==> src/rtl/lbp3u_pkg.sv <==
// ----------------------------------------------------------------------------
// lbp3u_pkg
// Shared types, register codes and the uniform label table for the 3x3 LBP
// label stream unit.
// ----------------------------------------------------------------------------
package lbp3u_pkg;

  localparam int PIXEL_W      = 8;
  localparam int LABEL_W      = 8;
  localparam int ROW_W        = 12;
  localparam int COL_W        = 10;
  localparam int WIDTH_W      = 11;
  localparam int HEIGHT_W     = 13;
  localparam int CFG_DATA_W   = 13;
  localparam int CFG_INDEX_W  = 2;
  localparam int LINE_WORD_W  = 2 * PIXEL_W;
  localparam int HEIGHT_LIMIT = 4096;
  localparam int QUEUE_DEPTH  = 4;
  localparam int QPTR_W       = 2;
  localparam int QCOUNT_W     = 3;
  localparam int TABLE_SIZE   = 256;

  // configuration register indexes
  localparam logic [CFG_INDEX_W-1:0] REG_IMAGE_WIDTH  = 2'd0;
  localparam logic [CFG_INDEX_W-1:0] REG_IMAGE_HEIGHT = 2'd1;
  localparam logic [CFG_INDEX_W-1:0] REG_UNIFORM_MODE = 2'd2;

  typedef struct packed {
    logic produce;
    logic frame_done;
  } scan_flags_t;

  typedef struct packed {
    logic [LABEL_W-1:0] label;
    logic [ROW_W-1:0]   center_row;
    logic [COL_W-1:0]   center_col;
    logic               frame_done;
  } result_t;

  typedef logic [LABEL_W-1:0] label_table_t [TABLE_SIZE];

  // Uniform patterns (at most two circular transitions) numbered 1..58 in
  // ascending code order; everything else maps to 0.
  function automatic label_table_t build_label_table();
    label_table_t tbl;
    logic [7:0]   code;
    logic [7:0]   rot;
    logic [7:0]   next_label;
    next_label = 8'd1;
    for (int i = 0; i < TABLE_SIZE; i++) begin
      code = 8'(i);
      rot  = {code[6:0], code[7]};
      if ($countones(code ^ rot) <= 2) begin
        tbl[i]     = next_label;
        next_label = next_label + 8'd1;
      end else begin
        tbl[i] = 8'd0;
      end
    end
    return tbl;
  endfunction

  localparam label_table_t LABEL_TABLE = build_label_table();

endpackage

==> src/rtl/lbp3u_window.sv <==
// ----------------------------------------------------------------------------
// lbp3u_window
// Stage 1 takes the line store read, updates the 3x3 window, writes the
// column back and forms the 8-bit code; stage 2 holds the code.
// ----------------------------------------------------------------------------
module lbp3u_window #(
  parameter int ADDR_W = 10
) (
  input  logic                              clk,
  input  logic                              rst,
  input  logic                              in_valid,
  input  logic [lbp3u_pkg::PIXEL_W-1:0]     in_pixel,
  input  logic [ADDR_W-1:0]                 in_col,
  input  lbp3u_pkg::scan_flags_t            in_flags,
  input  logic [lbp3u_pkg::ROW_W-1:0]       in_center_row,
  input  logic [lbp3u_pkg::COL_W-1:0]       in_center_col,
  input  logic [lbp3u_pkg::LINE_WORD_W-1:0] mem_rd_data,
  output logic                              mem_wr_en,
  output logic [ADDR_W-1:0]                 mem_wr_addr,
  output logic [lbp3u_pkg::LINE_WORD_W-1:0] mem_wr_data,
  output logic                              s1_busy,
  output logic                              out_valid,
  output logic [7:0]                        out_code,
  output logic [lbp3u_pkg::ROW_W-1:0]       out_center_row,
  output logic [lbp3u_pkg::COL_W-1:0]       out_center_col,
  output logic                              out_frame_done
);

  logic                          s1_valid;
  logic [lbp3u_pkg::PIXEL_W-1:0] s1_pixel;
  logic [ADDR_W-1:0]             s1_col;
  lbp3u_pkg::scan_flags_t        s1_flags;
  logic [lbp3u_pkg::ROW_W-1:0]   s1_center_row;
  logic [lbp3u_pkg::COL_W-1:0]   s1_center_col;

  // win[0..2]: column c-2 top/mid/bottom, win[3..5]: column c-1
  logic [lbp3u_pkg::PIXEL_W-1:0] win [6];
  logic [lbp3u_pkg::PIXEL_W-1:0] up, mid, ctr;
  logic [7:0]                    code;

  always_ff @(posedge clk) begin
    if (rst) begin
      s1_valid  <= 1'b0;
      out_valid <= 1'b0;
    end else begin
      s1_valid  <= in_valid;
      out_valid <= s1_valid && s1_flags.produce;
    end
  end

  always_ff @(posedge clk) begin
    if (in_valid) begin
      s1_pixel      <= in_pixel;
      s1_col        <= in_col;
      s1_flags      <= in_flags;
      s1_center_row <= in_center_row;
      s1_center_col <= in_center_col;
    end
  end

  always_comb begin
    up  = mem_rd_data[lbp3u_pkg::LINE_WORD_W-1:lbp3u_pkg::PIXEL_W];
    mid = mem_rd_data[lbp3u_pkg::PIXEL_W-1:0];
    ctr = win[4];
    code[7] = win[0]   >= ctr;
    code[6] = win[3]   >= ctr;
    code[5] = up       >= ctr;
    code[4] = mid      >= ctr;
    code[3] = s1_pixel >= ctr;
    code[2] = win[5]   >= ctr;
    code[1] = win[2]   >= ctr;
    code[0] = win[1]   >= ctr;
  end

  // shift the column up one row in the line store
  assign mem_wr_en   = s1_valid;
  assign mem_wr_addr = s1_col;
  assign mem_wr_data = {mid, s1_pixel};
  assign s1_busy     = s1_valid;

  always_ff @(posedge clk) begin
    if (s1_valid) begin
      win[0] <= win[3];
      win[1] <= win[4];
      win[2] <= win[5];
      win[3] <= up;
      win[4] <= mid;
      win[5] <= s1_pixel;
      out_code       <= code;
      out_center_row <= s1_center_row;
      out_center_col <= s1_center_col;
      out_frame_done <= s1_flags.frame_done;
    end
  end

endmodule

==> config.mk <==
export PLATFORM = sky130hd
export DESIGN_NAME = lbp3u_window
export DESIGN_NICKNAME = d
export VERILOG_FILES = /design/src/rtl/lbp3u_pkg.sv /design/src/rtl/lbp3u_window.sv
export SDC_FILE = /design/constraint.sdc
export NUM_CORES = 1
export LEC_CHECK = 0
export BUFFER_PORTS_ARGS = -buffer_cell sky130_fd_sc_hd__buf_2
export CAP_MARGIN = 5
export CORE_MARGIN = 10
export CORE_UTILIZATION = 41
export CTS_BUF_LIST = sky130_fd_sc_hd__clkbuf_8
export CTS_CLUSTER_DIAMETER = 30
export CTS_CLUSTER_SIZE = 8
export DETAILED_ROUTE_END_ITERATION = 12
export GPL_TIMING_DRIVEN = 0
export SETUP_SLACK_MARGIN = 0.5
export SLEW_MARGIN = 20
export SYNTH_ARGS = -nofsm -noshare
export SYNTH_HDL_FRONTEND = slang
export SYNTH_SLANG_ARGS = --single-unit
==> constraint.sdc <==
create_clock -name clk -period 7.6 [get_ports clk]
set_input_delay 0.76 -clock clk [delete_from_list [all_inputs] [get_ports clk]]
set_output_delay 0.76 -clock clk [all_outputs]
set_load 0.005 [all_outputs]
## Word level (Yosys, flattened, before mapping)

Memory sizes are Yosys's and may differ from the RTL's.
Index checks and enable logic that the tools add are counted.

- Bits in registers: 75
- Memory bits (writable): 48
- Bits of input ports: 61
- Output and inout port bits: 60
- Logic and storage cells: 24
- Memories kept: 1

Memories:

| name | words | bits a word | read ports | clocked after memory_dff | write ports | line | text |
|---|---|---|---|---|---|---|---|
| win | 6 | 8 | 6 | 0 | 6 | lbp3u_window.sv:37 | `logic [lbp3u_pkg::PIXEL_W-1:0] win [6];` |

- $lt $le $gt $ge: 8
- Muxes and demuxes: 2
- Reductions and logical operators: 1

Operator list:

| operator | count |
|---|---|
| greater-or-equal comparator 8 bit | 8 |
| two-way mux 1 bit | 2 |
| logical AND 1 bit | 1 |

## Logic depth before layout (Yosys ltp)

- Depth in word-level cells: 2
- Mapped depth: 5

## Worst setup path before layout

Ideal clock, no wire load.

- Path type: reg-to-output
- Start point: register s1_valid, in the netlist mem_wr_en
- End point: output s1_busy
- Data arrival time: 2.393 ns
- Data required time: 6.840 ns
- Path slack: 4.447 ns
- Cell stages (with the launch flop): 2
- Buffers on the path: 1
- Cells stage by stage: dfxtp_1 > buf_4

RTL lines:

| what | line | text |
|---|---|---|
| start, declared | lbp3u_window.sv:29 | `logic s1_valid;` |
| start signal, assigned | lbp3u_window.sv:46 | `s1_valid <= in_valid;` |
| end, declared | lbp3u_window.sv:21 | `output logic s1_busy,` |

No word-level cell between the ends.

## Final worst setup path

- Start point: register s1_valid, in the netlist mem_wr_en
- End point: output mem_wr_en

RTL lines:

| what | line | text |
|---|---|---|
| end, declared | lbp3u_window.sv:18 | `output logic mem_wr_en,` |

No word-level cell between the ends.

==> results.toml <==
[run_status]
status = "finished clean"

[clock_network]
cts_tree = "built"
cts.sinks = 123
htreeDepth = 4
cts_buffers = 17
postCtsSetupRepairBufs = 0
clock_latency_ps = 430
path_clk_slew_ps = 70
root_buffer = "clkbuf_8"
cts_hold_buf = 0
clk_path_buf_depth = 2
cts.repair.resized = 0

[die]
fp.dieH_um = 132
die-area_um2 = 17400
die_w_um = 132
num_rows = 40
start_util_pct = 42.4
placeableCoreArea_um2 = 12200
pin_count = 121

[place]
hpwl_mm = 7.20
io_buffers = 120
gp_congestion = 0.714

[sta]
min_period_over_period_pct = 30.7
worst_pin_slew_ps = 927
fin_worst_skew_ps = 4.91
rsz0062_at_grt = "no"
hold_viol = 0
relSlewSlack_pct = 38.2
slew_violations = 0
max_freq_mhz = 429
finalCriticalPeriod_ps = 2330
setup_viol = 0
fin_tns_setup_ps = 0

[layout]
fin_util_pct = 52.5
antenna_cells = 0
drive_gt1_share_pct = 40.0
num-fill-cells = 1005
fin_nets = 551
area_growth_pct = 23.9

[power_and_ir_drop]
p_leak_nw = 2.79
power_density_nw_per_um2 = 236
peakVddDrop_uv = 159

[min_path]
hold_path.class = "reg2reg"

[global_route]
grt_max_degree = 56
grt_pass1_wl_mm = 16.1
overflow = 0
grt_pass1_vias = 3052
antenna_found_initial = 0
globalRouteTotalUtil_pct = 12.0

[yosys]
syn_area_um2 = 5150
ys_ff_latch = 123
syn_avg_cell_area_um2 = 18.0
syn_nets = 411
yosysWarningCount = 0
yosysUniqueCellTypes = 16
seq_area_frac_synth_pct = 71.3
syn_inst = 286

[setup_path]
cp_max_fo = 55
path_class = "reg2out"
start_kind = "flip-flop"
crit_path_end_kind = "output pin"
crit_arrival_ps = 1570
critPathRequiredTime_ps = 6840

[drt]
drc = 0
drtIter0Drc = 97
ant_nets = 0
finalWirelength_mm = 10.0
vias = 2865
first_pass_iters = 4
wl_per_cell_um = 16.6
vias_per_cell = 4.73

[run]
drv_cap = 0
## path summary, 6_finish.rpt
check | startpoint | to | slack (ps) | cells after the start
worst max register to register | win[4][7] | out_code[2] | 5750 | 5
worst min register to register | s1_flags[0] | out_frame_done | 410 | 0
worst max-delay path | mem_wr_en | mem_wr_en | 5270 | 2
worst min-delay path | s1_flags[0] | out_frame_done | 410 | 0
## synth_stat cells
cell | n | area [µm²]
edfxtp_1 | 121 | 3630
ha_1 | 64 | 801
a21o_1 | 24 | 180
inv_1 | 15 | 56.3
buf_4 | 9 | 67.6
a221oi_2 | 8 | 120
a31oi_1 | 8 | 50.1
nand2b_1 | 8 | 50.1
nand3_1 | 8 | 40.0
o21ai_1 | 8 | 40.0
and3_2 | 7 | 52.6
dfxtp_1 | 2 | 40.0
and3_1 | 1 | 6.26
nand2_1 | 1 | 3.75
nor2_1 | 1 | 3.75
nor2b_1 | 1 | 6.26
## stage by stage
stage	worst slack [ps]	hold WS [ps]	total power, mW	std cells	cell area, µm²
6_report	5270	413	1.50	606	6380
5_1_grt	5140	420	1.58	606	6380
4_1_cts	5200	417	1.53	606	6380
3_5_place_dp	5570	406	0.952	575	5990
3_3_place_gp	3510	400	0.947	574	5960
2_1_floorplan	4450	400	0.885	286	5150
## power breakdown
part	switching (mW)	internal, mW
Combinational	0.0615	0.0589
Sequential	0.0173	0.795
Clock	0.254	0.317
## worst max-delay path: stages (launching register included)
cell and delay, ps:
dfxtp_4 610, buf_16 320, buf_2 180
## routing by layer
layer / vias up / routed length [µm] / global-route usage, %
met2: 105 / 4470 / 17.4
met5: - / 0 / 0
met1: 1341 / 4170 / 13.5
met3: 14 / 1270 / 8.31
li1: 1405 / - / -
met4: 0 / 129 / 4.82
## kinds of logic after synthesis
logic type,count (synthesis),share of synthesized area [%]
compound gates,48,7.58
fa+ha+maj,64,15.5
buf+inv,24,2.40
flops,123,71.3
simple gates,27,3.16
## layout make-up
cell class,count,area (µm²),area share (%)
Sequential cell,123,3680,57.6
Clock inverter,14,156,2.45
Buffer,9,67.6,1.06
Timing Repair Buffer,121,628,9.84
Clock buffer,17,234,3.67
Tap cell,168,210,3.29
Inverter,15,56.3,0.882
Multi-Input combinational cell,139,1350,21.2
## sequential cells by signal, indices dropped and copies added (netlist names)
name	cells
s1_flags	2
out_code	8
mem_wr_en	1
out_frame_done	1
out_center_row	12
out_valid	1
s1_pixel	8
s1_center_row	12
s1_center_col	10
win	48
out_center_col	10
mem_wr_addr	10
## placed cells by master, fill, tap and decap left out
cell type and n:
bufinv_16 3, clkinv_1 1, ha_1 64, a21o_1 24
and3_1 1, inv_1 16, clkinv_4 1, buf_16 1
nor2_1 1, edfxtp_1 121, and3_2 7, nand2_1 1
dfxtp_4 1, nand3_1 8, clkbuf_8 17, buf_4 9
o21ai_1 8, nand2b_1 8, clkinv_2 4, nor2b_1 1
clkinvlp_4 4, dfxtp_1 1, a31oi_1 8, buf_2 120
a221oi_2 8
No activity file was read; power rests on OpenSTA's default activity.
