**config.mk**
```make
export PLATFORM = sky130hd
export DESIGN_NAME = lbp3u_scan
export DESIGN_NICKNAME = d
export VERILOG_FILES = /design/src/rtl/lbp3u_pkg.sv /design/src/rtl/lbp3u_scan.sv
export SDC_FILE = /design/constraint.sdc
export NUM_CORES = 1
export LEC_CHECK = 0
export BUFFER_PORTS_ARGS = -buffer_cell sky130_fd_sc_hd__buf_2
export CAP_MARGIN = 25
export CORE_UTILIZATION = 45
export DETAILED_ROUTE_END_ITERATION = 6
export PLACE_DENSITY = 0.72
export SETUP_SLACK_MARGIN = 0.2
export SLEW_MARGIN = 20
export SYNTH_ARGS = -nofsm -noshare
export SYNTH_HDL_FRONTEND = slang
export SYNTH_SLANG_ARGS = --single-unit
```
**constraint.sdc**
```tcl
create_clock -name clk -period 3.8 [get_ports clk]
set_input_delay 0 -clock clk [delete_from_list [all_inputs] [get_ports clk]]
set_output_delay 0 -clock clk [all_outputs]
set_load 0.02 [all_outputs]
```
**src/rtl/lbp3u_pkg.sv**
```systemverilog
// ----------------------------------------------------------------------------
// lbp3u_pkg
// Shared types, register codes and the uniform label table for the 3x3 LBP
// label stream unit.
// ----------------------------------------------------------------------------
package lbp3u_pkg;

  localparam int PIXEL_W      = 8;
  localparam int LABEL_W      = 8;
  localparam int ROW_W        = 12;
  localparam int COL_W        = 10;
  localparam int WIDTH_W      = 11;
  localparam int HEIGHT_W     = 13;
  localparam int CFG_DATA_W   = 13;
  localparam int CFG_INDEX_W  = 2;
  localparam int LINE_WORD_W  = 2 * PIXEL_W;
  localparam int HEIGHT_LIMIT = 4096;
  localparam int QUEUE_DEPTH  = 4;
  localparam int QPTR_W       = 2;
  localparam int QCOUNT_W     = 3;
  localparam int TABLE_SIZE   = 256;

  // configuration register indexes
  localparam logic [CFG_INDEX_W-1:0] REG_IMAGE_WIDTH  = 2'd0;
  localparam logic [CFG_INDEX_W-1:0] REG_IMAGE_HEIGHT = 2'd1;
  localparam logic [CFG_INDEX_W-1:0] REG_UNIFORM_MODE = 2'd2;

  typedef struct packed {
    logic produce;
    logic frame_done;
  } scan_flags_t;

  typedef struct packed {
    logic [LABEL_W-1:0] label;
    logic [ROW_W-1:0]   center_row;
    logic [COL_W-1:0]   center_col;
    logic               frame_done;
  } result_t;

  typedef logic [LABEL_W-1:0] label_table_t [TABLE_SIZE];

  // Uniform patterns (at most two circular transitions) numbered 1..58 in
  // ascending code order; everything else maps to 0.
  function automatic label_table_t build_label_table();
    label_table_t tbl;
    logic [7:0]   code;
    logic [7:0]   rot;
    logic [7:0]   next_label;
    next_label = 8'd1;
    for (int i = 0; i < TABLE_SIZE; i++) begin
      code = 8'(i);
      rot  = {code[6:0], code[7]};
      if ($countones(code ^ rot) <= 2) begin
        tbl[i]     = next_label;
        next_label = next_label + 8'd1;
      end else begin
        tbl[i] = 8'd0;
      end
    end
    return tbl;
  endfunction

  localparam label_table_t LABEL_TABLE = build_label_table();

endpackage

```
**src/rtl/lbp3u_scan.sv**
```systemverilog
// ----------------------------------------------------------------------------
// lbp3u_scan
// Raster position tracker: row/column counters, border and end-of-image flags.
// ----------------------------------------------------------------------------
module lbp3u_scan #(
  parameter int MAX_WIDTH = 1024,
  parameter int ADDR_W    = 10
) (
  input  logic                             clk,
  input  logic                             rst,
  input  logic                             accept,
  input  logic                             frame_start,
  input  logic [lbp3u_pkg::WIDTH_W-1:0]    image_width,
  input  logic [lbp3u_pkg::HEIGHT_W-1:0]   image_height,
  output logic [ADDR_W-1:0]                col,
  output lbp3u_pkg::scan_flags_t           flags,
  output logic [lbp3u_pkg::ROW_W-1:0]      center_row,
  output logic [lbp3u_pkg::COL_W-1:0]      center_col
);

  localparam int CW = (ADDR_W + 1 > lbp3u_pkg::WIDTH_W) ? ADDR_W + 1 : lbp3u_pkg::WIDTH_W;

  logic [lbp3u_pkg::ROW_W-1:0] row_position, row_position_next;
  logic [ADDR_W-1:0]           column_position, column_position_next;
  logic [lbp3u_pkg::ROW_W-1:0] r;
  logic [ADDR_W-1:0]           c;
  logic [CW-1:0]               wcfg;
  logic [ADDR_W-1:0]           last_col;
  logic [lbp3u_pkg::ROW_W-1:0] last_row;
  logic                        row_end;
  logic                        image_end;

  // clamp width to 3..MAX_WIDTH, height to 3..HEIGHT_LIMIT
  always_comb begin
    wcfg = CW'(image_width);
    if (wcfg < CW'(3)) begin
      last_col = ADDR_W'(2);
    end else if (wcfg >= CW'(MAX_WIDTH)) begin
      last_col = ADDR_W'(MAX_WIDTH - 1);
    end else begin
      last_col = ADDR_W'(wcfg - CW'(1));
    end
    if (image_height < lbp3u_pkg::HEIGHT_W'(3)) begin
      last_row = lbp3u_pkg::ROW_W'(2);
    end else if (image_height >= lbp3u_pkg::HEIGHT_W'(lbp3u_pkg::HEIGHT_LIMIT)) begin
      last_row = lbp3u_pkg::ROW_W'(lbp3u_pkg::HEIGHT_LIMIT - 1);
    end else begin
      last_row = lbp3u_pkg::ROW_W'(image_height - lbp3u_pkg::HEIGHT_W'(1));
    end
  end

  always_comb begin
    r         = frame_start ? '0 : row_position;
    c         = frame_start ? '0 : column_position;
    row_end   = c >= last_col;
    image_end = r >= last_row;

    flags.produce    = (r >= lbp3u_pkg::ROW_W'(2)) && (c >= ADDR_W'(2));
    flags.frame_done = image_end && row_end;
    center_row       = r - lbp3u_pkg::ROW_W'(1);
    center_col       = lbp3u_pkg::COL_W'(c - ADDR_W'(1));
    col              = c;

    if (row_end) begin
      column_position_next = '0;
      row_position_next    = image_end ? '0 : r + lbp3u_pkg::ROW_W'(1);
    end else begin
      column_position_next = c + ADDR_W'(1);
      row_position_next    = r;
    end
  end

  always_ff @(posedge clk) begin
    if (rst) begin
      row_position    <= '0;
      column_position <= '0;
    end else if (accept) begin
      row_position    <= row_position_next;
      column_position <= column_position_next;
    end
  end

endmodule

```
; Word level (Yosys, flattened, before mapping)
; Index checks and enable logic that the tools add are counted.
[op_classes]
add_sub_neg = 6
n_mux = 9
order_cmp = 8
reduce_logical = 2
[op_table]
columns = operator, n
row1 = $mux 12, 5
row2 = $mux 10, 4
row3 = $sub 12x1->12 const B, 2
row4 = $sub 10x1->10 const B, 2
row5 = $ge 13x13->1 const B, 1
row6 = $lt 13x2->1 const B, 1
row7 = $add 12x1->12 const B, 1
row8 = $ge 12x12->1, 1
row9 = $ge 12x2->1 const B, 1
row10 = $ge 11x11->1 const B, 1
row11 = $lt 11x2->1 const B, 1
row12 = $add 10x1->10 const B, 1
row13 = $ge 10x10->1, 1
row14 = $ge 10x2->1 const B, 1
row15 = $logic_and 1x1->1, 2
[totals]
inputBits = 28
ff_bits = 22
word_cells = 27
output_inout_bits = 34

; Longest topological paths before layout
[logic_depth]
depth_word = 6
ltp_mapped = 14
mapped_depth_nobuf = 14

; Worst setup path after synthesis
; OpenSTA, ideal clock, no wires.
[synth_timing]
kind = input -> register
from = input image_height[6] (netlist bit)
to = register row_position[3] (netlist bit)
path_stages = 13
t_required_ns = 3.741
arrival_time_ns = 2.642
setup_time_ns = 0.059
setup_slack_ns = 1.099
path_buffers = 1
path_cell_list = or4_1 nor3_1 nand3_1 clkbuf_1 o21ai_0 ha_1 a21o_1 a21o_1 a21oi_1 o21a_1 o21ai_4 o41ai_1 a31o_1
[synth_between]
elab_chain_cells = 6
word_cells_on_any_way = 8
cone_classes = 1 x add/sub / 3 x order compare / 4 x mux
[synth_lines]
columns = item, line_no
row1 = start: declaration, lbp3u_scan.sv:14  ; input logic [lbp3u_pkg::HEIGHT_W-1:0] image_height,
row2 = $sub 12x1->12 / $ge 13x13->1 (equally long branches), "lbp3u_scan.sv:48, lbp3u_scan.sv:45"
row3 = $mux 12, lbp3u_scan.sv:45  ; end else if (image_height >= lbp3u_pkg::HEIGHT_W'(lbp3u_pkg::HEIGHT_LIMIT)) begin
row4 = $mux 12 (*), lbp3u_scan.sv:43  ; if (image_height < lbp3u_pkg::HEIGHT_W'(3)) begin
row5 = $ge 12x12->1 (*), lbp3u_scan.sv:56  ; image_end = r >= last_row;
row6 = $mux 12 (*), lbp3u_scan.sv:66  ; row_position_next = image_end ? '0 : r + lbp3u_pkg::ROW_W'(1);
row7 = $mux 12 (*), lbp3u_scan.sv:64  ; if (row_end) begin
row8 = end signal: assignment, lbp3u_scan.sv:78  ; row_position <= row_position_next;
row9 = end: declaration, lbp3u_scan.sv:23  ; logic [lbp3u_pkg::ROW_W-1:0] row_position, row_position_next;
; Every way passes the cells marked *; elsewhere a longest branch is shown, timed or not.
; A chain may end at the register's enable or synchronous reset.

; Worst setup path in the final report
; Same ends and word-level chain as after synthesis.

==> results.yml <==
route:
  drc: 0
  ant_nets: 0
  totalWireLength_mm: 6.778
  vias: 2838
  wire_per_inst_um: 13.50
  firstDrtPassIters: 4
  drt_iter0_drc: 182
  viasPerCell: 5.653
placement:
  io_buffer_count: 61
  globalplace.congestion: 0.8117
  pre_cts_ws_ns: 0.5581
  dp_hpwl_mm: 5.498
timing:
  min_period_ns: 2.990
  worst_pin_slew_ns: 0.5646
  setup_slack_ns: 0.8103
  finalSetupTns_ns: 0
  fmax_ghz: 0.3345
  rsz0062_at_grt: "no"
  worst_slew_margin_rel: 0.6228
  period_share: 0.7868
  hold_viol: 0
  clock_skew_ns: 0.009513
  setup_violations: 0
  slew_viol_final: 0
setup_path:
  cp-end-kind: "flip-flop"
  cp_data_required_time_ns: 4.02
  startpoint_type: "input port"
  setup.worst_path.class: "in2reg"
  crit_fanout: 12
  cp.arrival_ns: 3.21
cells_and_area:
  antenna_cells: 0
  nFillCells: 552
  mostFrequentLayoutCell: "buf_2"
  num-nets-final: 490
  syn_to_final_growth_pct: 14.73
  drive_above_1_share: 0.1791
  final_cell_mix: "buf_2, nand2_1, o21ai_0"
  multi_input_area_um2: 2092
  regArea_um2: 440.4
pwr:
  peakVddDrop_mv: 0.1894
  p_leak_nw: 1.467
  power.density_nw_per_um2: 190.4
clock_network:
  clock_sinks: 22
  cts_buffers: 3
  cts_root_buf: "clkbuf_8"
  clock_path_buffers: 2
  clk-insertion-delay-late_ns: 0.27
  cts_tree: "built"
  htreeDepth: 1
  cts_hold_buf: 0
  clk_pin_slew_ns: 0.09
  cts-resized-gates: 0
  postCtsSetupBuffers: 0
floorplan:
  rows: 27
  ios: 62
  die-area_um2: 6334
  start_util: 0.4802
  coreArea_um2: 5642
  die_x_um: 79.59
  fp.dieH_um: 79.59
global_route:
  gr-total-overflow: 0
  antenna_found_initial: 0
  grt_pass1_wl_mm: 11.47
  grt_pass1_vias: 2538
  grt_max_degree: 22
  grt_use_total: 0.2204
yosys:
  synth-main-ff-cell: "dfxtp_1"
  synthArstFlopShare: 0
  yosysTopAreaCell: "dfxtp_1"
  netlist_area_um2: 2709
  synth.distinct_cells: 53
  yosysWarnings: 0
  synth-seq-cells: 22
  syn_inst: 381
  synth.area.top_cells: "dfxtp_1, ha_1, xor2_1"
  synth_top_area_share: 0.1626
  synth_fp_nets: 440
  avgSynthCellArea_um2: 7.110
  synth_seq_area_share: 0.1626
  synth_edf_count: 0
status:
  status: "complete, no violations"
min_path:
  worstHoldPathType: "in2reg"
flow_run:
  drv_cap: 0
-- cell type report --
type                    count  area share
clock inverters             1    0.009662
well taps                  72     0.02899
inverters                  21     0.02536
multi-input cells         318      0.6731
clock buffers               3     0.01329
repair buffers             65      0.1079
flip-flops and latches     22      0.1417
-- through the flow --
| stage | total power, mW | area (um^2) | hold slack, ns | std cells | util |
|---|---|---|---|---|---|
| final | 0.5916 | 3108 | 0.1178 | 502 | 0.5509 |
| after global routing | 0.6239 | 3108 | 0.1157 | 502 | 0.5509 |
| after CTS | 0.5957 | 3108 | 0.1050 | 502 | 0.5509 |
| after detailed placement | 0.3760 | 3037 | 0.3773 | 498 | 0.5383 |
| after global placement | 0.3742 | 3037 | 0.3843 | 498 | 0.5383 |
| after floorplan | 0.3290 | 2709 | 0.2603 | 381 | - |
-- routing by layer --
layer,GRT usage,share of wire,up-vias
li1,-,-,1447
met1,0.2913,0.47,1322
met2,0.3872,0.49,65
met3,0.02400,0.039,4
met4,0.03455,0.0038,0
met5,0,0,-
-- where the power goes --
| part | internal [mW] | leakage, nW | switching [mW] |
|---|---|---|---|
| clock network | 0.141 | 0.0357 | 0.0792 |
| logic | 0.0516 | 1.25 | 0.0868 |
| registers | 0.232 | 0.178 | 0.00137 |
| total | 0.424 | 1.47 | 0.167 |
-- cell usage after synthesis (10+ instances only) --
cell type,number
nand2_1,45
o21ai_0,32
ha_1,31
nor2_1,30
dfxtp_1,22
inv_1,20
nand3_1,20
xor2_1,20
a21oi_1,19
nor3_1,15
xnor2_1,15
clkbuf_1,13
nor2b_1,12
and3_1,10
-- kinds of logic (layout without fill, tap and decap cells) --
logic type / count (synthesis) / after routing / share of synthesized area
and+or+nand+nor: 165 / 165 / 0.3099
AOI/OAI and AO/OA: 86 / 86 / 0.2023
buffers and inverters: 41 / 90 / 0.06512
xor gates and xnor gates: 35 / 35 / 0.1132
adders and majority gates: 31 / 31 / 0.1432
DFF: 22 / 22 / 0.1626
muxes: 1 / 1 / 0.003695
-- critical path, cell delays in order --
cell     delay [ns]
buf_2          0.12
or4_1          0.56
nor3_1         0.22
nand3_1        0.31
and3b_1        0.30
ha_1           0.20
nor3b_1        0.24
o21ai_0        0.15
a21oi_1        0.15
o21a_1         0.33
o21ai_4        0.16
o41ai_1        0.33
a31o_1         0.13
-- state kept, by name (all words and copies together), names as in the netlist --
name / flops
column_position: 10
row_position: 12
-- final timing paths --
check,startpoint,end,slack [ns],cells past startpoint
worst max-delay path,image_height[6],row_position[3]$_SDFFE_PP0P_,0.81,13
worst min-delay path,rst,column_position[3]$_SDFFE_PP0P_,0.12,2
worst max register to register,column_position[4]$_SDFFE_PP0P_,row_position[3]$_SDFFE_PP0P_,1.05,9
worst min register to register,row_position[4]$_SDFFE_PP0P_,row_position[4]$_SDFFE_PP0P_,0.48,2
(Power assumes the default switching activity.)
