## src/rtl/lbp3u_pkg.sv

```systemverilog
// ----------------------------------------------------------------------------
// lbp3u_pkg
// Shared types, register codes and the uniform label table for the 3x3 LBP
// label stream unit.
// ----------------------------------------------------------------------------
package lbp3u_pkg;

  localparam int PIXEL_W      = 8;
  localparam int LABEL_W      = 8;
  localparam int ROW_W        = 12;
  localparam int COL_W        = 10;
  localparam int WIDTH_W      = 11;
  localparam int HEIGHT_W     = 13;
  localparam int CFG_DATA_W   = 13;
  localparam int CFG_INDEX_W  = 2;
  localparam int LINE_WORD_W  = 2 * PIXEL_W;
  localparam int HEIGHT_LIMIT = 4096;
  localparam int QUEUE_DEPTH  = 4;
  localparam int QPTR_W       = 2;
  localparam int QCOUNT_W     = 3;
  localparam int TABLE_SIZE   = 256;

  // configuration register indexes
  localparam logic [CFG_INDEX_W-1:0] REG_IMAGE_WIDTH  = 2'd0;
  localparam logic [CFG_INDEX_W-1:0] REG_IMAGE_HEIGHT = 2'd1;
  localparam logic [CFG_INDEX_W-1:0] REG_UNIFORM_MODE = 2'd2;

  typedef struct packed {
    logic produce;
    logic frame_done;
  } scan_flags_t;

  typedef struct packed {
    logic [LABEL_W-1:0] label;
    logic [ROW_W-1:0]   center_row;
    logic [COL_W-1:0]   center_col;
    logic               frame_done;
  } result_t;

  typedef logic [LABEL_W-1:0] label_table_t [TABLE_SIZE];

  // Uniform patterns (at most two circular transitions) numbered 1..58 in
  // ascending code order; everything else maps to 0.
  function automatic label_table_t build_label_table();
    label_table_t tbl;
    logic [7:0]   code;
    logic [7:0]   rot;
    logic [7:0]   next_label;
    next_label = 8'd1;
    for (int i = 0; i < TABLE_SIZE; i++) begin
      code = 8'(i);
      rot  = {code[6:0], code[7]};
      if ($countones(code ^ rot) <= 2) begin
        tbl[i]     = next_label;
        next_label = next_label + 8'd1;
      end else begin
        tbl[i] = 8'd0;
      end
    end
    return tbl;
  endfunction

  localparam label_table_t LABEL_TABLE = build_label_table();

endpackage

```

## src/rtl/lbp3u_label_if.sv

```systemverilog
// ----------------------------------------------------------------------------
// lbp3u_label_if
// Label result channel: valid/ready handshake with label and position.
// ----------------------------------------------------------------------------
interface lbp3u_label_if;
  logic                          valid;
  logic                          ready;
  logic [lbp3u_pkg::LABEL_W-1:0] label;
  logic [lbp3u_pkg::ROW_W-1:0]   center_row;
  logic [lbp3u_pkg::COL_W-1:0]   center_col;
  logic                          frame_done;

  modport source (output valid, output label, output center_row,
                  output center_col, output frame_done, input ready);
  modport sink   (input valid, input label, input center_row,
                  input center_col, input frame_done, output ready);
endinterface

```

## src/rtl/lbp3u_out_queue.sv

```systemverilog
// ----------------------------------------------------------------------------
// lbp3u_out_queue
// Small result queue in front of the label channel; absorbs the results in
// flight while the receiver stalls.
// ----------------------------------------------------------------------------
module lbp3u_out_queue (
  input  logic                             clk,
  input  logic                             rst,
  input  logic                             push,
  input  lbp3u_pkg::result_t               push_data,
  output logic [lbp3u_pkg::QCOUNT_W-1:0]   count,
  lbp3u_label_if.source                    labels
);

  lbp3u_pkg::result_t              slots [lbp3u_pkg::QUEUE_DEPTH];
  logic [lbp3u_pkg::QPTR_W-1:0]    head, tail;
  logic                            pop;

  assign pop = labels.valid && labels.ready;

  always_ff @(posedge clk) begin
    if (push) begin
      slots[tail] <= push_data;
    end
  end

  always_ff @(posedge clk) begin
    if (rst) begin
      head  <= '0;
      tail  <= '0;
      count <= '0;
    end else begin
      if (push) begin
        tail <= tail + lbp3u_pkg::QPTR_W'(1);
      end
      if (pop) begin
        head <= head + lbp3u_pkg::QPTR_W'(1);
      end
      count <= count + lbp3u_pkg::QCOUNT_W'(push) - lbp3u_pkg::QCOUNT_W'(pop);
    end
  end

  assign labels.valid      = count != '0;
  assign labels.label      = slots[head].label;
  assign labels.center_row = slots[head].center_row;
  assign labels.center_col = slots[head].center_col;
  assign labels.frame_done = slots[head].frame_done;

endmodule

```

## src/flat_wrapper.sv

```systemverilog
// flat-port wrapper written by rule: the top's interface ports become plain ports
module lbp3u_out_queue_flat 
  (clk, rst, push, push_data, count, labels_valid, labels_label, labels_center_row, labels_center_col, labels_frame_done, labels_ready);
  lbp3u_label_if labels_i ();
  input  logic clk;
  input  logic rst;
  input  logic push;
  input  lbp3u_pkg::result_t push_data;
  output logic [lbp3u_pkg::QCOUNT_W-1:0] count;
  output wire logic [$bits(labels_i.valid)-1:0] labels_valid;
  output wire logic [$bits(labels_i.label)-1:0] labels_label;
  output wire logic [$bits(labels_i.center_row)-1:0] labels_center_row;
  output wire logic [$bits(labels_i.center_col)-1:0] labels_center_col;
  output wire logic [$bits(labels_i.frame_done)-1:0] labels_frame_done;
  input wire logic [$bits(labels_i.ready)-1:0] labels_ready;
  assign labels_valid = labels_i.valid;
  assign labels_label = labels_i.label;
  assign labels_center_row = labels_i.center_row;
  assign labels_center_col = labels_i.center_col;
  assign labels_frame_done = labels_i.frame_done;
  assign labels_i.ready = labels_ready;
  lbp3u_out_queue u_core (.clk(clk), .rst(rst), .push(push), .push_data(push_data), .count(count), .labels(labels_i));
endmodule
```

## config.mk

```make
export PLATFORM = sky130hd
export DESIGN_NAME = lbp3u_out_queue_flat
export DESIGN_NICKNAME = d
export VERILOG_FILES = /design/src/rtl/lbp3u_pkg.sv /design/src/rtl/lbp3u_label_if.sv /design/src/rtl/lbp3u_out_queue.sv /design/src/flat_wrapper.sv
export SDC_FILE = /design/constraint.sdc
export NUM_CORES = 1
export LEC_CHECK = 0
export BUFFER_PORTS_ARGS = -buffer_cell sky130_fd_sc_hd__buf_2
export CAP_MARGIN = 15
export CORE_MARGIN = 1.5
export CORE_UTILIZATION = 45
export CTS_CLUSTER_SIZE = 20
export DETAILED_ROUTE_END_ITERATION = 8
export HOLD_SLACK_MARGIN = 0.1
export PLACE_DENSITY = 0.68
export SETUP_SLACK_MARGIN = 0.02
export SLEW_MARGIN = 10
export SYNTH_ARGS = -nofsm -noshare
export SYNTH_HDL_FRONTEND = slang
export SYNTH_SLANG_ARGS = --single-unit
export TNS_END_PERCENT = 1
```

## constraint.sdc

```tcl
create_clock -name clk -period 1.8 [get_ports clk]
set_input_delay 0.18 -clock clk [delete_from_list [all_inputs] [get_ports clk]]
set_output_delay 0.18 -clock clk [all_outputs]
set_load 0.05 [all_outputs]
```

# [Yosys cells after proc, flatten, opt, wreduce, memory -nomap -nowiden]
# Memory sizes are Yosys's and may differ from the RTL's. A register that Yosys moved wholly into a read port is not among the register bits.
# Cells that the tools add are included.
[word_totals] elab_cells=14 regBits=7 memories=1 input_bits=35 out_inout_bits=35 ram_bits=124 latchBits=0 mem_bits_ro=0
[classes] n_bitwise=0 n_mux=4 n_shift=0 div=0 eq_ne=0 n_lt_le_gt_ge=0 multipliers=0 n_addsub=4 n_reduce_logical=2
[memory_table] name="u_core.slots" words=4 word_bits=31 read_ports=1 rd_clocked_by_memory_dff=1 write_ports=1 line_no="lbp3u_out_queue.sv:15" source="lbp3u_pkg::result_t slots [lbp3u_pkg::QUEUE_DEPTH];"
[ops] cell="2-bit by 1-bit adder with 2-bit output (second input constant)" count=2
[ops] cell="2-bit two-way mux" count=2
[ops] cell="3-bit by 1-bit adder with 3-bit output" count=1
[ops] cell="3-bit nonzero test" count=1
[ops] cell="3-bit by 1-bit subtractor with 3-bit output" count=1
[ops] cell="1-bit two-way mux" count=2
[ops] cell="1-bit logical AND" count=1

# [Logic depth before layout (Yosys ltp)]
# Gate-level depths: netlist of run 1.
[logic_depth] ltp_word=4 ltp_mapped=7 depth_no_buf=7

# [Worst setup path before layout of run 1]
# OpenSTA, ideal clock, no wires.
[synth_path] kind="reg2reg" from="register u_core.count[1] (netlist bit)" to="register u_core.count[2] (netlist bit)" path_buffers=0 t_required_ns=1.674 path_slack_ns=-0.277 setup_time_ns=0.126 stages_incl_launch_ff=8 t_arrival_ns=1.951 period_less_slack_ns=2.077 cell_sequence="dfxtp_1 > o31a_1 > ha_1 > inv_1 > ha_1 > fa_1 > xor3_1 > nor2_1"
[synth_between] elab_chain_len=3 elab_cells_between_ends=4 cone_classes="add/sub (2); reduce/logical (2)"
[synth_lines] item="start, declared" line_no="lbp3u_out_queue.sv:11" source="output logic [lbp3u_pkg::QCOUNT_W-1:0] count,"
[synth_lines] item="start signal, assigned" line_no="lbp3u_out_queue.sv:39" source="count <= count + lbp3u_pkg::QCOUNT_W'(push) - lbp3u_pkg::QCOUNT_W'(pop);"
[synth_lines] item="3-bit nonzero test" line_no="lbp3u_out_queue.sv:43" source="assign labels.valid = count != '0;"
[synth_lines] item="1-bit logical AND" line_no="lbp3u_out_queue.sv:19" source="assign pop = labels.valid && labels.ready;"
[synth_lines] item="via u_core.pop" line_no="lbp3u_out_queue.sv:17" source="logic pop;"
[synth_lines] item="3-bit by 1-bit subtractor with 3-bit output" line_no="lbp3u_out_queue.sv:39"
# The timed path passes the listed nets, and every way through them passes these cells.
# A chain may end at the register's enable or synchronous reset.

==> results of run 1 <==
cell usage after synthesis (2+ instances only):
library cell                 n  share of area
sky130_fd_sc_hd__and2_1      4         0.0051
sky130_fd_sc_hd__buf_2       3         0.0030
sky130_fd_sc_hd__buf_6       3         0.0068
sky130_fd_sc_hd__dfxtp_1     9          0.036
sky130_fd_sc_hd__edfxtp_1  124           0.75
sky130_fd_sc_hd__ha_1        6          0.015
sky130_fd_sc_hd__inv_1       6         0.0046
sky130_fd_sc_hd__mux2_1      2         0.0046
sky130_fd_sc_hd__mux4_2     30           0.14
sky130_fd_sc_hd__nor2_1      5         0.0038
sky130_fd_sc_hd__nor2b_1     4         0.0051
cell type report:
type	count	area, um^2
clock buffers	19	422
multi-input cells	60	973
clock inverters	12	161
well taps	140	175
flip-flops and latches	133	3920
repair buffers	118	948
fillers	762	4170
inverters	6	22.5
metal layers:
layer | global-route usage | wire [um]
met5 | 0 | 0
met4 | 0.0789 | 156
met3 | 0.0502 | 355
met2 | 0.288 | 4550
met1 | 0.203 | 3660
cells by family (layout without fill, tap and decap cells):
logic type      count (synthesis)  in the layout  synth area share
buf+inv                        13            155            0.0152
xor+xnor                        2              2           0.00658
flops                         133            133             0.789
compound gates                  2              2           0.00354
mux                            35             35             0.151
simple gates                   14             14            0.0152
fa+ha+maj                       7              7            0.0192
where the power goes:
group,internal [mW],leakage (nW),switching (mW)
Combinational,1.07,0.859,1.56
Clock,2.22,0.280,1.18
Sequential,3.60,1.22,0.0847
flip-flops by register name, indices dropped and copies added (netlist names), named ones only:
| name | flops |
|---|---|
| u_core.slots | 124 |
| u_core.count | 3 |
| u_core.head | 2 |
| u_core.tail | 2 |
path summary, 6_finish.rpt:
path	cells past startpoint	from	slack (ns)	to
max	3	flop	-0.22	labels_label[6]
min	2	push_data[14]	0.41	u_core.slots[0][14]
max reg2reg	6	u_core.count[2]	-0.02	u_core.count[1]
min reg2reg	2	u_core.head[1]	0.57	u_core.head[1]
repair_timing:
item | CTS | global route
gates resized for setup | 48 | 0
gates cloned | 0 | 0
endpoints found under the hold margin | 131 | 0
endpoints found under the setup margin | 33 | 34
hold buffers | 34 | 0
pin swaps | 1 | 1
critical path, stage by stage, from the launching register on:
cell	delay, ns
sky130_fd_sc_hd__dfxtp_4	0.42
sky130_fd_sc_hd__buf_4	0.19
sky130_fd_sc_hd__mux4_2	0.51
sky130_fd_sc_hd__buf_4	0.21
==> results, run 1 <==
- The total number of vias is 2,436.
- After layout, the design draws a total of 9.72 mW.
- The number of cells produced by synthesis is 206.
- The starting density of the core is 0.458.
- The library cell used most frequently in the layout, excluding fill and tap cells, is sky130_fd_sc_hd__edfxtp_1.
- The HPWL after detailed placement is 5.06 mm.
- The power per cell area is 1470 mW/mm^2.
- In this run the number of H-tree levels came out at 4.
- In this run, the number of DRC markers left after iteration 0 of detailed routing was 83.
- Measured along the y axis, the die boundary spans 108 um.
- Max-cap violations in this run came to 0.
- After clock tree synthesis, the clock-pin slew on the worst setup and hold paths is 0.06 ns.
- The startpoint type of the worst setup path is a flop.
- The number of global-route vias before repair is 2,648.
- The total number of placement rows is 38.
- The routability-driven placement congestion ratio is 0.720.
- The buffer cell driving the clock tree root is sky130_fd_sc_hd__clkbuf_8.
- The clock reaches the later pin of the worst-skew pair after 0.51 ns.
- The setup slack of the critical path after layout is -0.219 ns.
- The overall routed net length is 8.73 mm.
- The count of synthesis-stage warnings from yosys is 0.
- The data arrival time of the critical path is 1.84 ns.
- Compared with the post-synthesis result, the final layout area differs by 33.9%.
- The area of placed instances is 0.00556 mm^2.
- The number of iterations in the first detailed-routing pass is 4.
- The register bit count reported by yosys is 133.
- Counting tap cells, the placed design contains a total of 423 instances.
- The number of nets at the end of the flow is 378.
- The total count of max-transition violations in the final report is 0.
- The post-synthesis area per instance is 24.0 um^2.
- The share of the yosys chip area belonging to registers is 0.789.
- The count of flip-flops with a built-in enable after synthesis is 124.
- The number of failing hold endpoints at the final stage is 0.
- The die area is 0.0116 mm^2.
- Across the routed clock network, the largest skew measured is 0.00565 ns.
- The fraction of synthesis flops using an asynchronous set or reset pin is 0.
- Prior to clock tree synthesis, the placed netlist has a worst setup slack of -0.0140 ns.
- The antenna diode count is 0.
- Setup repair after global routing could not meet its margin everywhere.
- In the final layout, the share of cells above drive strength 1 is 0.434.
- The min-delay analysis places its worst path in the category input pin to flop.
- The detail-routed via count per cell is 4.99.
- The die span in x is 108 um.
- The checks that failed: setup timing.
- The required time of the worst setup path is 1.62 ns.
- The number of sinks driven by the clock tree is 133.
- The synthesized netlist occupies a cell area of 0.00494 mm^2.
- The run finished, with violations left.
- The number of antenna violations at the first check in global routing was 0.
- After the flow finishes, the layout carries non-filler instances totaling 488.
- The smallest clock period supported by the final layout is computed as 2.02 ns.
- The worst-case vdd ir drop is 652 uV.
- The clock tree from TritonCTS is built.
- For this run, the leading register cell type out of synthesis is sky130_fd_sc_hd__edfxtp_1.
- The total clock buffers created by CTS is 17.
- The type of the worst setup path is flop to primary output.
- The pin slew with the least headroom to its limit is 0.863 ns.
- Dividing the final minimum period by the clock period gives 1.12.
- The wire length of the first global-routing pass is 14.0 mm.
- The hold slack is 0.414 ns.
- The count of buffers added on input and output ports is 69.
- The capturing element type of the critical path is a primary output.
- Global routing finished with a remaining overflow of 0.
- The clock passes through at most 2 buffers.
- The aggregate global-route resource usage is 0.171.
- The post-detailed-route DRC marker count is 0.
- Once layout is complete, the utilization of the core stands at 0.613.
- The count of buffers added by post-CTS timing repair for setup is 0.
- Along the worst path, the maximum fanout reaches 6.
- The pin count of the biggest net entering global routing is 32.
- The number of library cell types mapped by synthesis is 21.
- The analysis attributes to cell leakage a power of 2.36 nW.
- Leaving out fill and tap cells, the most frequent cells in the layout are sky130_fd_sc_hd__edfxtp_1 (124), sky130_fd_sc_hd__buf_2 (38), sky130_fd_sc_hd__dlygate4sd3_1 (34).
- Counting every net in the synthesized netlist gives 248.
- Setup violations remaining at the end of the flow were counted as 33.
- The floorplan step defined a core boundary enclosing 0.0108 mm^2.
- The number of top-level pins is 70.
- The detail route stage leaves a number of antenna-violating nets equal to 0.
- In the final routed layout, each cell accounts on average for 17.9 um.
- Static timing analysis puts the maximum clock frequency at 495 MHz.
- In the final timing run, aggregate negative setup slack is -5.94 ns.
- In this run the tightest slew margin relative to its limit is 0.425.
- The area of all placed cells without fillers is 0.00662 mm^2.
Power figures use the tool's default switching activity.
==> run 2: changes to the inputs <==
PLACE_DENSITY = 0.74   (was 0.68)
==> results, run 2 (synthesis results as in run 1) <==
- The run finished, with violations left.
- The checks that failed: setup timing.
- The destination of the worst hold path is u_core.slots[3][23].
- The library cell used most frequently in the layout, excluding fill and tap cells, is sky130_fd_sc_hd__edfxtp_1.
- The routability-driven placement congestion ratio is 0.674 (-6.3%).
- The global-route congestion overflow total is 0 (unchanged).
- u_core.slots holds more flip-flops than any other register.
- The die area is 0.0116 mm^2 (unchanged).
- The flip-flop count of the largest register, all copies and words added was 124 (unchanged).
- The data arrival time of the critical path was 1.81 ns (-0.03 ns).
- The total number of vias came to 2,414 (-0.90%).
- The required time of the worst setup path is 1.62 ns (about the same).
- The die span in x is 108 um (unchanged).
- The worst-case vdd ir drop was 1010 uV (+55%).
- The critical path goes through buf_12 > mux4_2 > buf_8.
- The number of failing hold endpoints at the final stage came to 0 (unchanged).
- The total count of max-transition violations in the final report is 0 (unchanged).
- The overall routed net length is 8.53 mm (-2.2%).
- The number of violations reported at the end of detailed-routing iteration 0 is 130 (+57%).
- The number of iterations in the first detailed-routing pass is 4 (unchanged).
- The starting density of the core is 0.458 (unchanged).
- The ratio of cells with drive above 1 in the final layout is 0.443 (+0.00862).
- The number of antenna violations at the first check in global routing is 0 (unchanged).
- The classification of the worst-slack hold path is input pin to flop.
- The reg-to-reg critical path endpoint is u_core.count[1].
- The final critical-path required period is 1.99 ns (-0.0286 ns).
- The ratio of final minimum period to clock period was 1.11 (-0.0159).
- The residual antenna-violating net count after detailed routing is 0 (unchanged).
- The number of nets at the end of the flow is 377 (-0.26%).
- The capturing element type of the critical path is a primary output.
- The aggregate global-route resource usage was 0.166 (-0.00516).
- The depth of the most critical reg-to-reg path is 6 (unchanged).
- The largest driver fanout on the critical path is 10 (+4).
- The total clock buffers created by CTS is 17 (unchanged).
- The source of the worst hold timing path is push_data[23].
- The setup violation total in the final timing report came to 32 (-3.0%).
- The final-layout fill cell count was 785 (+3.0%).
- The number of sinks driven by the clock tree is 133 (unchanged).
- STA classifies the critical path startpoint as a flop.
- The total number of placement rows is 38 (unchanged).
- The tree is rooted in a sky130_fd_sc_hd__clkbuf_8.
- The hold slack is 0.409 ns (-0.00499 ns).
- The type of the worst setup path is flop to primary output.
- The routed wire length per instance is 17.5 um (-2.2%).
- The core outline area is 0.0108 mm^2 (unchanged).
- The HPWL after detailed placement is 4.83 mm (-4.7%).
- The worst hold path stage count is 2 (unchanged).
- The pin count of the biggest net entering global routing is 32 (unchanged).
- TritonCTS built the clock tree.
- In the final layout, the registers with the most flip-flops are u_core.slots (124), u_core.count (3).
- Setup repair after global routing could not meet its margin everywhere.
- The reported max-cap violation count is 0 (unchanged).
- The vertical die dimension was 108 um (unchanged).
- The detail-routed via count per cell is 4.95 (-0.90%).
- The antenna diode count is 0 (unchanged).
- The reg2reg setup slack is -0.01 ns (about the same).
- The number of global-route vias before repair came to 2,600 (-1.8%).
- The pin slew with the least headroom to its limit is 0.870 ns (+0.00662 ns).
- The power per cell area is 1480 mW/mm^2 (+0.93%).
- The clock latency at the later pin of the worst-skew pair is 0.52 ns (about the same).
- The maximum clock frequency is 502 MHz (+1.4%).
- The reg-to-reg startpoint is u_core.count[2].
- The worst clock skew on the final layout is 0.00648 ns (+0.000833 ns).
- The number of H-tree levels is 4 (unchanged).
- The maximum buffer depth of the clock tree was 2 (unchanged).
- The pre-CTS setup slack is -0.0284 ns (-0.0144 ns).
- The static power due to leakage is 2.38 nW (+1.1%).
- The library cells used most frequently in the layout, excluding fill and tap cells, are sky130_fd_sc_hd__edfxtp_1 (124), sky130_fd_sc_hd__buf_2 (37), sky130_fd_sc_hd__dlygate4sd3_1 (34).
- The count of input and output buffers is 69 (unchanged).
- The number of top-level pins is 70 (unchanged).
- The longest individual stage delay on the worst path is 0.53 ns (+0.02 ns).
- The setup slack of the critical path after layout came to -0.190 ns (+0.0286 ns).
- The highest-delay cell along the critical path is sky130_fd_sc_hd__mux4_2.
- The post-detailed-route DRC marker count is 0 (unchanged).
- The clock-pin slew of the registers on the worst-case setup and hold paths came to 0.06 ns (about the same).
- The relative slew slack is 0.420 (-0.00442).
- The wire length of the first global-routing pass is 13.5 mm (-3.9%).
- The synthesis-to-finish area growth is 36.2%.
-- run 2: changes by cell type in the layout (fill, tap and decap cells not counted) --
cell	before	now
sky130_fd_sc_hd__buf_12	1	4
sky130_fd_sc_hd__buf_2	38	37
sky130_fd_sc_hd__buf_4	30	11
sky130_fd_sc_hd__buf_6	14	29
sky130_fd_sc_hd__buf_8	1	2
sky130_fd_sc_hd__clkinv_1	3	1
sky130_fd_sc_hd__clkinv_2	3	2
sky130_fd_sc_hd__clkinv_4	0	1
sky130_fd_sc_hd__clkinvlp_4	2	4
sky130_fd_sc_hd__inv_6	0	1
sky130_fd_sc_hd__mux4_1	1	0
sky130_fd_sc_hd__mux4_2	30	31
-- run 2: final cells by class --
cell class | instances | area (um^2) | share of cell area
Multi-Input combinational cell | 60 | 970 | 0.144
Inverter | 6 | 22.5 | 0.00335
Tap cell | 140 | 175 | 0.0260
Clock inverter | 13 | 181 | 0.0269
Sequential cell | 133 | 3920 | 0.582
Clock buffer | 19 | 422 | 0.0626
Timing Repair Buffer | 117 | 1040 | 0.155
-- run 2: through the flow --
stage	power (mW)	cell area [um^2]	utilization	TNS, ns	instances
6_report	9.98	6730	0.624	-4.90	488
5_1_grt	10.3	6730	0.624	-7.00	488
4_1_cts	10.2	6780	0.628	-7.39	490
3_5_place_dp	6.12	5550	0.514	-0.0491	420
3_3_place_gp	6.08	5550	0.514	0	420
2_1_floorplan	5.55	4960	-	-0.178	206
-- run 2: worst max-delay path: cells and delay by family, from the launching register on --
kind,cells,cell delay [ns]
buffers and inverters,2,0.34
DFF,1,0.41
muxes,1,0.53
-- run 2: worst max path at each step --
stage,endpoint,cells after the start,slack (ns)
after floorplan,u_core.count[1],6,-0.09
after global placement,u_core.count[1],6,0.009
after detailed placement,u_core.count[2],7,-0.03
after CTS,labels_label[4],4,-0.30
after global routing,labels_label[3],3,-0.25
final,labels_label[3],3,-0.19
-- run 2: routing by layer --
layer  vias to the layer above  wire (um)  part of all wire  track usage
li1                       1116          -                 -            -
met1                      1228       3650              0.43        0.199
met2                        56       4390              0.51        0.273
met3                        14        343             0.040       0.0551
met4                         0        146             0.017       0.0733
met5                         -          0                 0            0
-- run 2: timing repair --
item / in CTS / in global routing
hold buffers: 34 / 0
gates cloned: 2 / 0
endpoints found under the hold margin: 133 / 0
setup endpoints to repair: 33 / 34
resized for setup: 67 / 3
buffers inserted: 2 / 0
pin swaps: 1 / 0
-- run 2: power by group --
part / switching, mW / internal [mW] / total [mW]
clock network: 1.23 / 2.24 / 3.47
logic: 1.61 / 1.22 / 2.83
registers: 0.0767 / 3.60 / 3.67
total: 2.91 / 7.06 / 9.98
==> run 3: changes to the inputs <==
CORE_UTILIZATION = 53   (was 45)
CTS_BUF_LIST = sky130_fd_sc_hd__clkbuf_2   (was default)
PLACE_DENSITY = 0.84   (was 0.74)
==> results, run 3 (synthesis results as in run 1) <==
- The detail-routed via count per cell was 5.28 (+6.7%).
- CTS placed an instance of sky130_fd_sc_hd__clkbuf_2 at the clock tree root.
- Walking the worst path, the cells encountered are buf_8 > mux4_2 > buf_4.
- The vertical die dimension is 99.6 um (-7.6%).
- The total number of placement rows is 35 (-7.9%).
- The pin count of the biggest net entering global routing was 32 (unchanged).
- The checks that failed: setup timing.
- The residual antenna-violating net count after detailed routing was 0 (unchanged).
- The largest driver fanout on the critical path is 8 (-2).
- The worst-case vdd ir drop was 922 uV (-8.9%).
- The number of top-level pins is 70 (unchanged).
- The relative slew slack was 0.684 (+0.264).
- Among all stages on the critical path, the largest delay is contributed by sky130_fd_sc_hd__mux4_2.
- The hold slack was 0.267 ns (-0.143 ns).
- The static power due to leakage is 2.24 nW (-6.1%).
- The ratio of cells with drive above 1 in the final layout is 0.463 (+0.0205).
- The die span in x was 99.6 um (-7.6%).
- The final-layout fill cell count is 575 (-27%).
- In the final layout, the registers with the most flip-flops are u_core.slots (124), u_core.count (3).
- The reported max-cap violation count is 0 (unchanged).
- The number of sinks driven by the clock tree is 133 (unchanged).
- The number of violations reported at the end of detailed-routing iteration 0 is 93 (-28%).
- The number of H-tree levels is 4 (unchanged).
- The required time of the worst setup path came to 1.62 ns (about the same).
- The met3 wire length came to 345 um (+0.58%).
- The data arrival time of the critical path is 1.96 ns (+0.15 ns).
- The final critical-path required period was 2.14 ns (+0.154 ns).
- The ratio of final minimum period to clock period was 1.19 (+0.0858).
- The starting density of the core came to 0.540 (+0.0821).
- The aggregate global-route resource usage is 0.182 (+0.0162).
- The longest individual stage delay on the worst path is 0.51 ns (-0.02 ns).
- The routability-driven placement congestion ratio is 0.671 (-0.44%).
- The count of input and output buffers is 69 (unchanged).
- The power per cell area came to 1280 mW/mm^2 (-14%).
- The type of the worst setup path is flop to primary output.
- The routed wire length per instance came to 18.1 um (+3.3%).
- The capturing element type of the critical path is a primary output.
- The synthesis-to-finish area growth is 27.8%.
- The classification of the worst-slack hold path is input pin to flop.
- The clock-pin slew of the registers on the worst-case setup and hold paths is 0.21 ns (+0.15 ns).
- The maximum buffer depth of the clock tree is 2 (unchanged).
- More flip-flops sit in one register than any other, and that register is u_core.slots.
- The setup slack of the critical path after layout was -0.344 ns (-0.154 ns).
- The number of failing hold endpoints at the final stage was 0 (unchanged).
- The number of global-route vias before repair is 2,587 (-0.50%).
- The number of iterations in the first detailed-routing pass is 4 (unchanged).
- The overall routed net length is 8.36 mm (-2.0%).
- The worst clock skew on the final layout is 0.0188 ns (+0.0123 ns).
- The flip-flop count of the largest register, all copies and words added is 124 (unchanged).
- The number of nets at the end of the flow is 381 (+1.1%).
- The detailed route wirelength on metal2 is 4.30 mm (-2.1%).
- The area of all placed cells without fillers came to 0.00632 mm^2 (-6.1%).
- STA classifies the critical path startpoint as a flop.
- The global-route congestion overflow total is 0 (unchanged).
- The maximum clock frequency is 466 MHz (-7.2%).
- The total count of max-transition violations in the final report is 0 (unchanged).
- The length of routed wiring on met1 is 3.64 mm (-0.41%).
- Leaving out fill and tap cells, the most frequent cell in the layout is sky130_fd_sc_hd__edfxtp_1.
- The total clock buffers created by CTS was 17 (unchanged).
- The library cells used most frequently in the layout, excluding fill and tap cells, are sky130_fd_sc_hd__edfxtp_1 (124), sky130_fd_sc_hd__buf_2 (37), sky130_fd_sc_hd__dlygate4sd3_1 (34).
- The number of antenna violations at the first check in global routing is 0 (unchanged).
- TritonCTS built the clock tree.
- The total number of vias came to 2,443 (+1.2%).
- The area of placed instances was 0.00553 mm^2 (-0.25%).
- The setup violation total in the final timing report is 34 (+6.3%).
- The clock latency at the later pin of the worst-skew pair came to 0.63 ns (+0.11 ns).
- The wire length of the first global-routing pass is 13.1 mm (-2.9%).
- The core outline area is 0.00915 mm^2 (-15%).
- The reg2reg setup slack is -0.05 ns (-0.04 ns).
- Setup repair after global routing could not meet its margin everywhere.
- The HPWL after detailed placement is 5.05 mm (+4.7%).
- The die area came to 0.00992 mm^2 (-15%).
- The antenna diode count is 0 (unchanged).
- The flow ran to the end, but the final reports show violations.
- The pin slew with the least headroom to its limit is 0.474 ns (-0.396 ns).
- The post-detailed-route DRC marker count is 0 (unchanged).
- Signal routing reaches up to met4.
[run 3: critical path, delay by kind of cell, from the launching register on]
family	cells	cell delay, ns
flip-flops	1	0.46
multiplexers	1	0.51
buffers and inverters	2	0.38
[run 3: through the flow]
step           setup WS, ns  TNS (ns)  cells  utilization  total power, mW
2_1_floorplan       -0.0920    -0.178    206            -             5.55
4_1_cts              -0.431    -11.90    462        0.685             8.06
5_1_grt              -0.468    -14.14    463        0.691             8.45
6_report             -0.344     -9.92    463        0.691             8.09
3_5_place_dp        -0.0263   -0.0425    394        0.605             6.10
3_3_place_gp         0.0136         0    394        0.605             6.05
[run 3: layout make-up]
class / instances / area (um^2) / area share
Clock buffer: 17 / 85.1 / 0.0135
Clock inverter: 15 / 131 / 0.0208
Tap cell: 111 / 139 / 0.0220
Timing Repair Buffer: 121 / 1040 / 0.165
Inverter: 6 / 22.5 / 0.00356
Sequential cell: 133 / 3920 / 0.620
Multi-Input combinational cell: 60 / 981 / 0.155
[run 3: timing repair]
| item | CTS | global route |
|---|---|---|
| hold buffers | 34 | 0 |
| gates resized for setup | 57 | 9 |
| setup endpoints to repair | 34 | 49 |
| cloned | 0 | 1 |
| pin swaps | 1 | 1 |
| endpoints found under the hold margin | 133 | 0 |
| buffers inserted | 2 | 0 |
[run 3: worst paths after layout]
path,end,start,cells past startpoint
max,labels_label[4],flop,3
min,u_core.slots[0][3],push_data[3],2
max reg2reg,u_core.count[1],u_core.count[0],6
min reg2reg,u_core.tail[1],u_core.tail[1],2
[run 3: routing by layer]
layer / GRT usage / vias to the layer above
met3: 0.0569 / 9
met2: 0.294 / 73
met4: 0.0704 / 0
met5: 0 / -
met1: 0.234 / 1231
li1: - / 1130
[run 3: power breakdown]
part,internal (mW),switching (mW),total (mW)
clock network,0.504,1.09,1.59
registers,3.59,0.0823,3.67
logic,1.22,1.61,2.83
total,5.31,2.78,8.09
